<file path="config.mk">
export PLATFORM = sky130hd
export DESIGN_NAME = mark_bitmap_free_run_sweep
export DESIGN_NICKNAME = d
export VERILOG_FILES = /design/src/mbfs_pkg.sv /design/src/mbfs_run_unit.sv /design/src/mark_bitmap_free_run_sweep.sv
export SDC_FILE = /design/constraint.sdc
export NUM_CORES = 1
export LEC_CHECK = 0
export BUFFER_PORTS_ARGS = -buffer_cell sky130_fd_sc_hd__buf_4
export CAP_MARGIN = 20
export CORE_AREA = 8 8 208 190
export DETAILED_ROUTE_END_ITERATION = 10
export DIE_AREA = 0 0 216 198
export SETUP_SLACK_MARGIN = 0.02
export SLEW_MARGIN = 20
export SYNTH_ARGS = -nofsm -noshare
export SYNTH_HDL_FRONTEND = slang
export SYNTH_SLANG_ARGS = --single-unit
</file>
<file path="constraint.sdc">
create_clock -name clk -period 10.7 [get_ports clk]
set_input_delay 1.07 -clock clk [delete_from_list [all_inputs] [get_ports clk]]
set_output_delay 1.07 -clock clk [all_outputs]
set_load 0.05 [all_outputs]
</file>
<file path="src/mbfs_pkg.sv">
// ----------------------------------------------------------------------------
// mbfs_pkg
// Shared types, constants and the bit search for the mark bitmap free run sweep.
// ----------------------------------------------------------------------------
package mbfs_pkg;

  localparam int WORD_BITS  = 64;
  localparam int POS_W      = 6;
  localparam int LEN_W      = 7;
  localparam int INDEX_W    = 9;
  localparam int SLOT_W     = 15;
  localparam int TOTAL_W    = 19;

  typedef struct packed {
    logic [POS_W-1:0]     start;
    logic [LEN_W-1:0]     len;
    logic [WORD_BITS-1:0] rest;
    logic                 last;
  } run_info_t;

  // index of the lowest set bit, zero when none is set
  function automatic logic [LEN_W-1:0] lowest_one(input logic [WORD_BITS:0] v);
    logic [LEN_W-1:0] idx;
    idx = '0;
    for (int i = WORD_BITS; i >= 0; i--) begin
      if (v[i]) begin
        idx = LEN_W'(i);
      end
    end
    return idx;
  endfunction

endpackage

</file>
<file path="src/mbfs_run_unit.sv">
// ----------------------------------------------------------------------------
// mbfs_run_unit
// Finds the lowest run of free slots in the remaining free bits of a word and
// returns its start, its length and the free bits left once it is removed.
// ----------------------------------------------------------------------------
module mbfs_run_unit (
  input  logic [63:0]           free_bits,
  output mbfs_pkg::run_info_t   info
);
  import mbfs_pkg::*;

  logic [WORD_BITS:0]   low_bit;
  logic [WORD_BITS:0]   carried;
  logic [LEN_W-1:0]     start_pos;
  logic [LEN_W-1:0]     end_pos;
  logic [WORD_BITS-1:0] rest;

  // adding the lowest set bit clears the lowest run and carries past its end
  assign low_bit   = {1'b0, free_bits & (~free_bits + WORD_BITS'(1))};
  assign carried   = {1'b0, free_bits} + low_bit;
  assign start_pos = lowest_one({1'b0, free_bits});
  assign end_pos   = lowest_one(carried);
  assign rest      = free_bits & carried[WORD_BITS-1:0];

  assign info.start = start_pos[POS_W-1:0];
  assign info.len   = end_pos - start_pos;
  assign info.rest  = rest;
  assign info.last  = (rest == '0);

endmodule

</file>
<file path="src/mark_bitmap_free_run_sweep.sv">
// ----------------------------------------------------------------------------
// mark_bitmap_free_run_sweep
// Splits each 64-bit mark bitmap word into runs of free slots and reports each
// run with its start slot, length and the page's running reclaimed byte count.
//
//   channel   handshake             word
//   in        in_valid / in_ready   mark_word, page_end
//   out       out_valid / out_ready run_start_slot, run_length,
//                                   reclaimed_bytes, last_of_word
//
// a word is loaded first, then one free run (up to 32) is found per cycle while the
// output does not stall; the single run finder sets this rate
// a full word gives no result
// synchronous reset clears the slot base, the byte total and the output valid
// an output stall holds the run finder; in_ready is low while a word is swept
// ----------------------------------------------------------------------------
module mark_bitmap_free_run_sweep #(
  parameter int PAGE_WORDS = 512,
  parameter int SLOT_BYTES = 8
) (
  input  logic                            clk,
  input  logic                            rst,
  input  logic                            in_valid,
  output logic                            in_ready,
  input  logic [63:0]                     mark_word,
  input  logic                            page_end,
  output logic                            out_valid,
  input  logic                            out_ready,
  output logic [mbfs_pkg::SLOT_W-1:0]     run_start_slot,
  output logic [mbfs_pkg::LEN_W-1:0]      run_length,
  output logic [mbfs_pkg::TOTAL_W-1:0]    reclaimed_bytes,
  output logic                            last_of_word
);
  import mbfs_pkg::*;

  localparam logic ST_IDLE = 1'b0;
  localparam logic ST_RUN  = 1'b1;

  logic                 state;
  logic [WORD_BITS-1:0] free_bits;
  logic                 page_end_q;
  logic [INDEX_W-1:0]   word_index;
  logic [INDEX_W-1:0]   word_index_next;
  logic [TOTAL_W-1:0]   reclaimed_total;
  logic [TOTAL_W-1:0]   total_added;
  logic [TOTAL_W:0]     total_sum;
  logic [TOTAL_W:0]     run_byte_count;
  logic [INDEX_W:0]     index_inc;
  run_info_t            info;
  logic                 accept;
  logic                 emit;
  logic                 finish;

  mbfs_run_unit u_run (
    .free_bits (free_bits),
    .info      (info)
  );

  assign in_ready = (state == ST_IDLE);
  assign accept   = in_valid && in_ready;

  always_comb begin
    emit      = (state == ST_RUN) && (free_bits != '0) && (!out_valid || out_ready);
    finish    = (state == ST_RUN) && ((free_bits == '0) || (emit && info.last));
    run_byte_count = (TOTAL_W+1)'(info.len) * (TOTAL_W+1)'(SLOT_BYTES);
    total_sum = {1'b0, reclaimed_total} + run_byte_count;
    total_added = total_sum[TOTAL_W] ? '1 : total_sum[TOTAL_W-1:0];
    index_inc = {1'b0, word_index} + (INDEX_W+1)'(1);
    if (index_inc[INDEX_W] || (32'(index_inc) >= 32'(PAGE_WORDS))) begin
      word_index_next = '0;
    end else begin
      word_index_next = index_inc[INDEX_W-1:0];
    end
  end

  always_ff @(posedge clk) begin
    if (rst) begin
      state           <= ST_IDLE;
      out_valid       <= 1'b0;
      word_index      <= '0;
      reclaimed_total <= '0;
    end else begin
      if (accept) begin
        state <= ST_RUN;
      end
      if (emit) begin
        out_valid <= 1'b1;
      end else if (out_ready) begin
        out_valid <= 1'b0;
      end
      if (finish && page_end_q) begin
        reclaimed_total <= '0;
      end else if (emit) begin
        reclaimed_total <= total_added;
      end
      if (finish) begin
        state <= ST_IDLE;
        if (page_end_q) begin
          word_index <= '0;
        end else begin
          word_index <= word_index_next;
        end
      end
    end
  end

  always_ff @(posedge clk) begin
    if (accept) begin
      free_bits  <= ~mark_word;
      page_end_q <= page_end;
    end else if (emit) begin
      free_bits <= info.rest;
    end
    if (emit) begin
      run_start_slot  <= {word_index, info.start};
      run_length      <= info.len;
      reclaimed_bytes <= total_added;
      last_of_word    <= info.last;
    end
  end

endmodule

</file>
Word level (Yosys, flattened, before mapping)
Index checks and enable logic that the tools add are counted.
{ "totals": {"word_cells": 174, "ram_bits": 0, "mem_bits_ro": 0, "mem_count": 0, "latchBits": 0, "out_inout_bits": 44, "inputBits": 69, "register_bits": 137} }
{ "op_classes": {"muxes": 136, "add_sub_neg": 5, "bitwise_logic": 5, "eq_ne": 0, "mul": 0, "reduce_logical": 17, "div": 0, "magnitude_cmp": 1, "n_shift": 0} }
{ "ops": {"columns": ["op", "n"], "rows": [
  ["7-bit 2-to-1 mux", 65],
  ["6-bit 2-to-1 mux", 64],
  ["64-bit AND", 2],
  ["64-bit logical NOT", 2],
  ["64-bit 2-to-1 mux", 2],
  ["64-bit NOT", 2],
  ["64-bit by 64-bit adder with 65-bit output", 1],
  ["64-bit by 1-bit adder with 64-bit output (second input constant)", 1],
  ["64-bit nonzero test", 1],
  ["19-bit by 10-bit adder with 20-bit output", 1],
  ["19-bit 2-to-1 mux", 1],
  ["9-bit 2-to-1 mux", 2],
  ["9-bit by 1-bit adder with 10-bit output (second input constant)", 1],
  ["10-bit greater-or-equal comparator (second input constant)", 1],
  ["7-bit by 6-bit subtractor with 7-bit output", 1],
  ["1-bit logical AND", 6],
  ["2-bit nonzero test", 2],
  ["2-bit OR reduction", 2],
  ["1-bit logical OR", 3],
  ["1-bit 2-to-1 mux", 2],
  ["1-bit logical NOT", 1],
  ["1-bit NOT", 1]
]} }

Longest topological paths before layout
Gate-level depths: netlist of run 1.
{ "depth": {"ltp_word": 72, "depth_mapped": 37, "mapped_depth_nobuf": 32} }

Modules after synthesis
From an unflattened synthesis of run 1, not the netlist that was laid out.
{ "unflattened": {"hier_cells": 1752, "area_unflattened_um2": 13342.8} }
{ "modules_own_cells": {"columns": ["mod", "instances", "cells_per_inst", "seq_area_each_um2", "area_each_um2"], "rows": [
  ["mbfs_run_unit", 1, 1250, 0.0, 7541.0],
  ["mark_bitmap_free_run_sweep", 1, 502, 3813.7, 5801.8]
]} }

Worst setup path before layout of run 1
Ideal clock, no wire load.
{ "synth_path": {"kind": "register -> register", "from": "register free_bits[8]", "to": "register reclaimed_total[11]", "period_less_slack_ps": 7613, "slack_ps": 3087, "arrival_time_ps": 7493, "setup_time_ps": 120, "n_path_buf": 4, "path_stages_with_launch": 33, "cell_sequence": "edfxtp_1 or4_1 buf_2 or4_4 buf_2 or3_1 buf_2 o311ai_1 nor3_1 o311a_1 or3_1 o31ai_1 o31ai_1 a211oi_1 nor4_1 o21ai_0 o2111ai_1 o2111a_1 ha_1 inv_1 fa_1 fa_1 a21o_1 a21oi_1 o21bai_1 a21oi_1 o21bai_1 and4_1 nand3_1 clkbuf_1 nand2_1 mux2i_1 nor2_1"} }
{ "synth_rtl": {"columns": ["element", "line_no", "text"], "rows": [
  ["start, declared", "mark_bitmap_free_run_sweep.sv:40", "logic [WORD_BITS-1:0] free_bits;"],
  ["start signal, assigned", "mark_bitmap_free_run_sweep.sv:109", "free_bits <= ~mark_word;"],
  ["start signal, assigned", "mark_bitmap_free_run_sweep.sv:112", "free_bits <= info.rest;"],
  ["end signal, assigned", "mark_bitmap_free_run_sweep.sv:94", "reclaimed_total <= total_added;"],
  ["end, declared", "mark_bitmap_free_run_sweep.sv:44", "logic [TOTAL_W-1:0] reclaimed_total;"]
]} }

==> results.md, run 1 <==
- Internal portion of total power: 1207 uW
- Number of synthesized register bits: 137
- Quantity of gates resized following cts: 0
- Post-DP HPWL: ~38000 microns
- GRT Resource Usage Total: 0.2196
- Syn Std Cell Area: between 0.01 and 0.015 sq mm
- Number of hold violations in the final report: 0
- Switching part of the total: 0.4027
- Net count of the mapped netlist: 1680
- Class of the most critical setup path: reg2reg
- Switching power: 813.8 uW
- Min cycle time layout: 9.583 ns
- Global-route wire length before repair: 74600 microns
- Post-synth ARST share: 0
- Commonest non-fill, non-tap cells in the layout: sky130_fd_sc_hd__nand2_1 (165), sky130_fd_sc_hd__nor2_1 (143), sky130_fd_sc_hd__buf_4 (131)
- CTS Sinks: 137
- I/O Buffers: 112
- Accumulated negative setup slack: 0 ns
- Result of the run: complete, no violations
- Synthesized area per cell: 7.805 sq um
- Number of failing setup endpoints in the final timing report: 0
- Largest incremental delay on the critical path: 0.86 ns
- Via-to-Cell Ratio: 6.232
- Final Skew: around 0.016 ns
- Synth top area cells: sky130_fd_sc_hd__edfxtp_1 (26%), sky130_fd_sc_hd__o21ai_0 (5.1%), sky130_fd_sc_hd__nand2_1 (5.0%)
- Synthesized instance count: roughly 1600
- Clock transition at the registers of the reported paths: about 0.07 ns
- Number of unique standard cell types used by synthesis: 90
- Fraction of final layout cells sized beyond drive strength 1: 0.1265
- Cts-stage hold buffer count: 0
- Setup crit end kind: register
- Hold Crit Class: reg2reg
- LEAKAGE: 0.005284 uW
- RD Place Congestion: 1.011
- Combinational cell fraction of total power: 0.333
- Synth-to-layout area growth: 13.77%
- Warnings, synthesis: 0
- Max-slew headroom at the worst pin: 0.3562
- Antenna fix cells: 0
- RSZ-0062 raised after global routing: false
- Period utilisation layout: 0.8956
- Number of global-route vias before repair: 12416
- Cell seen most often among critical-path stages: sky130_fd_sc_hd__o21ai_0
- Largest net degree at the start of global routing: 61
- Area inside the core boundary: about 0.036 sq mm
- Routed length per placed instance: 22.59 microns
- Post-Route WL: 48250 microns
- Post-synth top area share: 0.2581
- Largest fanout on the critical path: 31
- Post-detailed-route count of antenna-violating nets: 0
- Arrival time reported for the critical path endpoint: 9.89 ns
- Post-layout nets: 1732
- Final max-slew violation count: 0
- Library cell contributing the largest single delay on the critical path: sky130_fd_sc_hd__or4_1
- TritonCTS buffer count: 17
- Via count: 13312
- Count of standard-cell rows: 66
- Cell taking the most area after synthesis: sky130_fd_sc_hd__edfxtp_1
- Starting DRT DRC Count: 1400
- Number of buffers on the longest clock path: 2
- Highest achievable clock rate: 104.4 MHz
- Worst Tran Pin Value: 0.9556 ns
- Highest ir drop seen on vdd: 0.0001119 V
- Kind of start point of the critical path: register
- DIE AREA: ~0.043 sq mm
- X dimension of the die: 216 microns
- Die extent in y: 198 microns
- Final global-route overflow total: 0
- Required arrival time at the worst endpoint: 11.01 ns
- TritonCTS clock tree: done
- Maximum Capacitance Violations: 0
- Buffers inserted by post-CTS timing repair: 0
- Post-layout util: 0.3952
- Share of power burned in registers: 0.389
- Number of placed I/O pins: around 110
- Iteration count of the initial detailed-routing pass: 5
- CTS Root Cell: sky130_fd_sc_hd__clkbuf_16
- Fraction of the yosys area taken by sequential cells: 0.3064
- Portion of total power attributed to the clock network: 0.277
- Number of flops mapped to enable cells by yosys: 107
- Initial core utilization: 0.3473
- Commonest non-fill, non-tap cell in the layout: sky130_fd_sc_hd__nand2_1
- Detailed-route DRC error count: 0
- Clock latency on the worst-skew pair: 0.45 ns
- Total power divided by cell area: 142.7 mW/mm^2
- Initial antenna violation count: 0
- Main synth FF type: sky130_fd_sc_hd__edfxtp_1
- CTS H-tree depth: 4
==> flip-flops by register name (all words and copies together) (netlist names) <==
register / count
free_bits: 64
reclaimed_bytes: 19
reclaimed_total: 19
run_start_slot: 15
word_index: 9
run_length: 7
last_of_word: 1
out_valid: 1
page_end_q: 1
state: 1
==> synth_stat cells (9+ instances only) <==
library cell / instances
sky130_fd_sc_hd__nand2_1: 167
sky130_fd_sc_hd__nor2_1: 143
sky130_fd_sc_hd__o21ai_0: 127
sky130_fd_sc_hd__edfxtp_1: 107
sky130_fd_sc_hd__clkbuf_1: 82
sky130_fd_sc_hd__a21oi_1: 77
sky130_fd_sc_hd__nand3_1: 68
sky130_fd_sc_hd__inv_1: 63
sky130_fd_sc_hd__nor3_1: 59
sky130_fd_sc_hd__or3_1: 40
sky130_fd_sc_hd__nor4_1: 38
sky130_fd_sc_hd__nand4_1: 35
sky130_fd_sc_hd__xnor2_1: 35
sky130_fd_sc_hd__mux2i_1: 34
sky130_fd_sc_hd__dfxtp_1: 30
sky130_fd_sc_hd__or4_1: 30
sky130_fd_sc_hd__xor2_1: 24
sky130_fd_sc_hd__and3_1: 23
sky130_fd_sc_hd__o211ai_1: 23
sky130_fd_sc_hd__nor2b_1: 22
sky130_fd_sc_hd__a31oi_1: 20
sky130_fd_sc_hd__o31ai_1: 20
sky130_fd_sc_hd__nand2b_1: 19
sky130_fd_sc_hd__a211oi_1: 18
sky130_fd_sc_hd__and2_1: 18
sky130_fd_sc_hd__a21o_1: 17
sky130_fd_sc_hd__or2_2: 17
sky130_fd_sc_hd__ha_1: 14
sky130_fd_sc_hd__o21a_1: 10
sky130_fd_sc_hd__o32ai_1: 10
sky130_fd_sc_hd__and4_1: 9
sky130_fd_sc_hd__buf_2: 9
sky130_fd_sc_hd__o21bai_1: 9
sky130_fd_sc_hd__o22ai_1: 9
==> critical path, delay by kind of cell, from the launching register on <==
kind | cells | cell delay, ns
mux | 1 | 0.19
flops | 1 | 0.56
simple gates | 9 | 3.40
buf+inv | 1 | 0.08
compound gates | 14 | 3.69
fa+ha+maj | 3 | 1.09
xor+xnor | 1 | 0.41
==> cell type report <==
class	count	area, sq um
Fill cell	3771	21680
Multi-Input combinational cell	1296	8001
Sequential cell	137	3814
Timing Repair Buffer	131	983.4
Tap cell	476	595.6
Clock buffer	20	436.7
Inverter	64	240.2
Clock inverter	12	91.34
==> per-stage QoR <==
stage	cell area (sq um)	hold slack, ns	worst slack, ns	cells	total power, uW
after global routing	14160	0.5072	0.4903	2136	2124
after detailed placement	13630	0.4597	1.374	2104	1459
final	14160	0.4753	1.117	2136	2021
after floorplan	12450	0.4313	3.087	1595	1238
after CTS	14160	0.4748	1.313	2136	2025
after global placement	13630	0.4613	1.423	2104	1457
==> path summary, 6_finish.rpt <==
path | from | end | slack [ns] | cells after the start
setup / recovery | free_bits[3] | reclaimed_total[12] | 1.12 | 29
hold / removal | reclaimed_total[1] | reclaimed_total[1] | 0.48 | 2
setup reg to reg | free_bits[3] | reclaimed_total[12] | 1.12 | 29
hold reg to reg | reclaimed_total[1] | reclaimed_total[1] | 0.48 | 2
==> routing by layer <==
metal,share of wire,vias up,global-route usage
li1,-,6182,-
met1,0.47,6302,0.3205
met2,0.42,741,0.3190
met3,0.094,87,0.04729
met4,0.024,0,0.06533
met5,0,-,0
==> power by group through the flow <==
stage               registers [uW]  logic [uW]  clock network (uW)
CTS                            781         670                 574
global route                   796         736                 592
finish                         787         674                 560
floorplan                      786         452                   0
detailed placement             791         668                   0
global placement               793         664                   0
==> logic make-up (layout without fill, tap and decap cells) <==
logic type / Yosys count / in the layout / share of synthesized area
AOI/OAI and AO/OA: 471 / 471 / 0.2586
xor gates and xnor gates: 59 / 59 / 0.04151
adders and majority gates: 16 / 16 / 0.01729
buffers and inverters: 162 / 227 / 0.05166
DFF: 137 / 137 / 0.3064
muxes: 35 / 35 / 0.02824
and+or+nand+nor: 715 / 715 / 0.2963
No activity file was read; power rests on OpenSTA's default activity.
==> run 2, diff against run 1 <==
ABC_AREA = 1   (was default)
CORE_AREA = 8 8 223 203   (was 8 8 208 190)
DIE_AREA = 0 0 231 211   (was 0 0 216 198)
==> run 2 against run 1 <==
Synthesized cell count rose by 51%. First-iteration DRC count rose by 47%. Critical path depth rose by 64. Combinational power rose by 22%. Register-to-register slack got worse by 0.17 ns. Area after synthesis rose by 15%.
==> results.md, run 2 <==
- Library cell contributing the largest single delay on the critical path: sky130_fd_sc_hd__edfxtp_1
- Layout Cells excl Fill: 3156
- Overall power of the completed layout: 2204 uW
- Clock latency on the worst-skew pair: 0.48 ns
- Crit path setup slack, layout: approximately 0.95 ns
- Number of global-route vias before repair: 15523
- Antenna fix cells: 0
- Share of power burned in registers: 0.344
- Warnings, synthesis: 0
- Net count of the mapped netlist: 2497
- Routed length per placed instance: 20.61 microns
- Synthesized area per cell: 5.940 sq um
- Min cycle time layout: 9.751 ns
- Worst Tran Pin Value: 0.9700 ns
- Number of buffers on the longest clock path: 2
- Synthesized instance count: 2412
- Post-layout nets: 2681
- LEAKAGE: about 0.0082 uW
- Highest ir drop seen on vdd: 0.0001038 V
- Portion of total power attributed to the clock network: 0.283
- Cell seen most often among critical-path stages: sky130_fd_sc_hd__nand2_1
- Number of synthesized register bits: 137
- CTS Sinks: 137
- Initial antenna violation count: 0
- Global-route wire length before repair: around 95000 microns
- CTS H-tree depth: 4
- Post-Route WL: about 65000 microns
- Leading cell type by number of instances after synthesis: sky130_fd_sc_hd__nand2_1
- CTS Root Cell: sky130_fd_sc_hd__clkbuf_16
- Fraction of final layout cells sized beyond drive strength 1: 0.1721
- TritonCTS buffer count: 17
- Via-to-Cell Ratio: 5.449
- Post-placement worst setup slack: approximately 0.67 ns
- Post-synth ARST share: 0
- TritonCTS clock tree: done
- Class of the most critical setup path: reg2reg
- Switching part of the total: 0.4250
- Number of unique standard cell types used by synthesis: 62
- Starting DRT DRC Count: 2056
- Main synth FF type: sky130_fd_sc_hd__edfxtp_1
- Commonest non-fill, non-tap cells in the layout: sky130_fd_sc_hd__nand2_1 (700), sky130_fd_sc_hd__nor2_1 (345), sky130_fd_sc_hd__inv_1 (326)
- Initial core utilization: 0.3461
- Number of hold violations in the final report: 0
- Synth-to-layout area growth: 21.08%
- Accumulated negative setup slack: 0 ns
- X dimension of the die: 231 microns
- I/O Buffers: 112
- Switching power: 936.8 uW
- Kind of start point of the critical path: register
- Post-synth top area share: 0.2243
- Final global-route overflow total: 0
- DP Area: 0.01584 sq mm
- Total power divided by cell area: 127.1 mW/mm^2
- Max-slew headroom at the worst pin: 0.3511
- Layout fillers: 4551
- Area of all placed cells without fillers: 0.01735 sq mm
- Cts-stage hold buffer count: 0
- DIE AREA: 0.04874 sq mm
- Post-DP HPWL: approximately 54000 microns
- Setup crit end kind: register
- Cell taking the most area after synthesis: sky130_fd_sc_hd__edfxtp_1
- Largest net degree at the start of global routing: 64
- Number of failing setup endpoints in the final timing report: 0
- Internal portion of total power: 1267 uW
- Die extent in y: 211 microns
- Cell total after placement: 3060
- Highest achievable clock rate: 102.5 MHz
- Required arrival time at the worst endpoint: around 11 ns
- RD Place Congestion: 1.038
- Final Skew: 0.01375 ns
- Area inside the core boundary: 0.04140 sq mm
- Synth top area cells: sky130_fd_sc_hd__edfxtp_1 (22%), sky130_fd_sc_hd__nand2_1 (19%), sky130_fd_sc_hd__nor2_1 (10%)
- Final max-slew violation count: 0
- Largest register FFs: 64
- Result of the run: complete, no violations
- Iteration count of the initial detailed-routing pass: 6
- Leading post-synthesis cells by instance count: sky130_fd_sc_hd__nand2_1 (721), sky130_fd_sc_hd__nor2_1 (392), sky130_fd_sc_hd__inv_1 (329)
- Fraction of the yosys area taken by sequential cells: 0.2662
- Syn Std Cell Area: 0.01433 sq mm
- Detailed-route DRC error count: 0
- Worst Hold Path Cells: 0
- Clock transition at the registers of the reported paths: roughly 0.070 ns
- Largest fanout on the critical path: 8
- Commonest non-fill, non-tap cell in the layout: sky130_fd_sc_hd__nand2_1
- Via count: 17196
- Arrival time reported for the critical path endpoint: 10.13 ns
- Biggest register: free_bits
- Combinational cell fraction of total power: 0.373
- Number of placed I/O pins: roughly 110
- Number of cell instances on the worst register-to-register path: 93
- Period utilisation layout: 0.9113
- Post-detailed-route count of antenna-violating nets: 0
- Count of standard-cell rows: 71
- Registers with the highest flip-flop counts: free_bits (64), reclaimed_bytes (19), reclaimed_total (19)
- Maximum Capacitance Violations: 0
- GRT Resource Usage Total: 0.2537
- Largest incremental delay on the critical path: 0.54 ns
- Number of flops mapped to enable cells by yosys: 107
- Hold Crit Class: reg2reg
-- run 2: what timing repair did --
action,4_1_cts,5_1_grt
gates resized for setup,0,106
setup endpoints to repair,0,38
buffers inserted,0,63
-- run 2: through the flow --
stage	utilization	hold slack, ns
after floorplan	-	0.4082
after global placement	0.3827	0.4215
after detailed placement	0.3827	0.4194
after CTS	0.3974	0.4362
after global routing	0.4191	0.4482
final	0.4191	0.4362
-- run 2: routing by layer --
| layer | global-route usage | wire [microns] |
|---|---|---|
| met1 | 0.3537 | 29010 |
| met2 | 0.3851 | 27670 |
| met3 | 0.05236 | 6545 |
| met4 | 0.08668 | 1806 |
| met5 | 0 | 0 |
-- run 2: worst paths after layout --
path | startpoint | end | slack, ns
setup / recovery | free_bits[33] | reclaimed_total[11] | 0.95
hold / removal | word_index[4] | run_start_slot[10] | 0.44
setup reg to reg | free_bits[33] | reclaimed_total[11] | 0.95
hold reg to reg | word_index[4] | run_start_slot[10] | 0.44
-- run 2: cells by family after synthesis --
| logic type | Yosys count | synth area share |
|---|---|---|
| fa+ha+maj | 16 | 0.01502 |
| compound gates | 403 | 0.1602 |
| mux | 9 | 0.006288 |
| flops | 137 | 0.2662 |
| xor+xnor | 25 | 0.01528 |
| buf+inv | 383 | 0.1015 |
| simple gates | 1439 | 0.4356 |
-- run 2: final cells by class --
class                      count  area, sq um  share of cell area
multi-input combinational   1893         9405              0.5422
clock buffer                  20        489.2             0.02820
sequential                   137         3814              0.2198
inverter                     362         1364             0.07862
timing repair buffer         185         1474             0.08496
clock inverter                12        117.6            0.006780
tap                          547        684.4             0.03945
-- run 2: critical path: cells and delay by family, from the launching register on --
family	cells	cell delay [ns]
simple gates	74	5.90
compound gates	7	1.15
fa+ha+maj	3	0.87
buf+inv	7	0.80
flops	1	0.54
xor+xnor	2	0.37
-- run 2: power by group through the flow --
stage          registers [uW]  clock network [uW]  logic (uW)
2_1_floorplan             804                   0         476
3_3_place_gp              761                   0         768
3_5_place_dp              761                   0         770
4_1_cts                   750                 631         774
5_1_grt                   763                 653         905
6_report                  758                 624         822
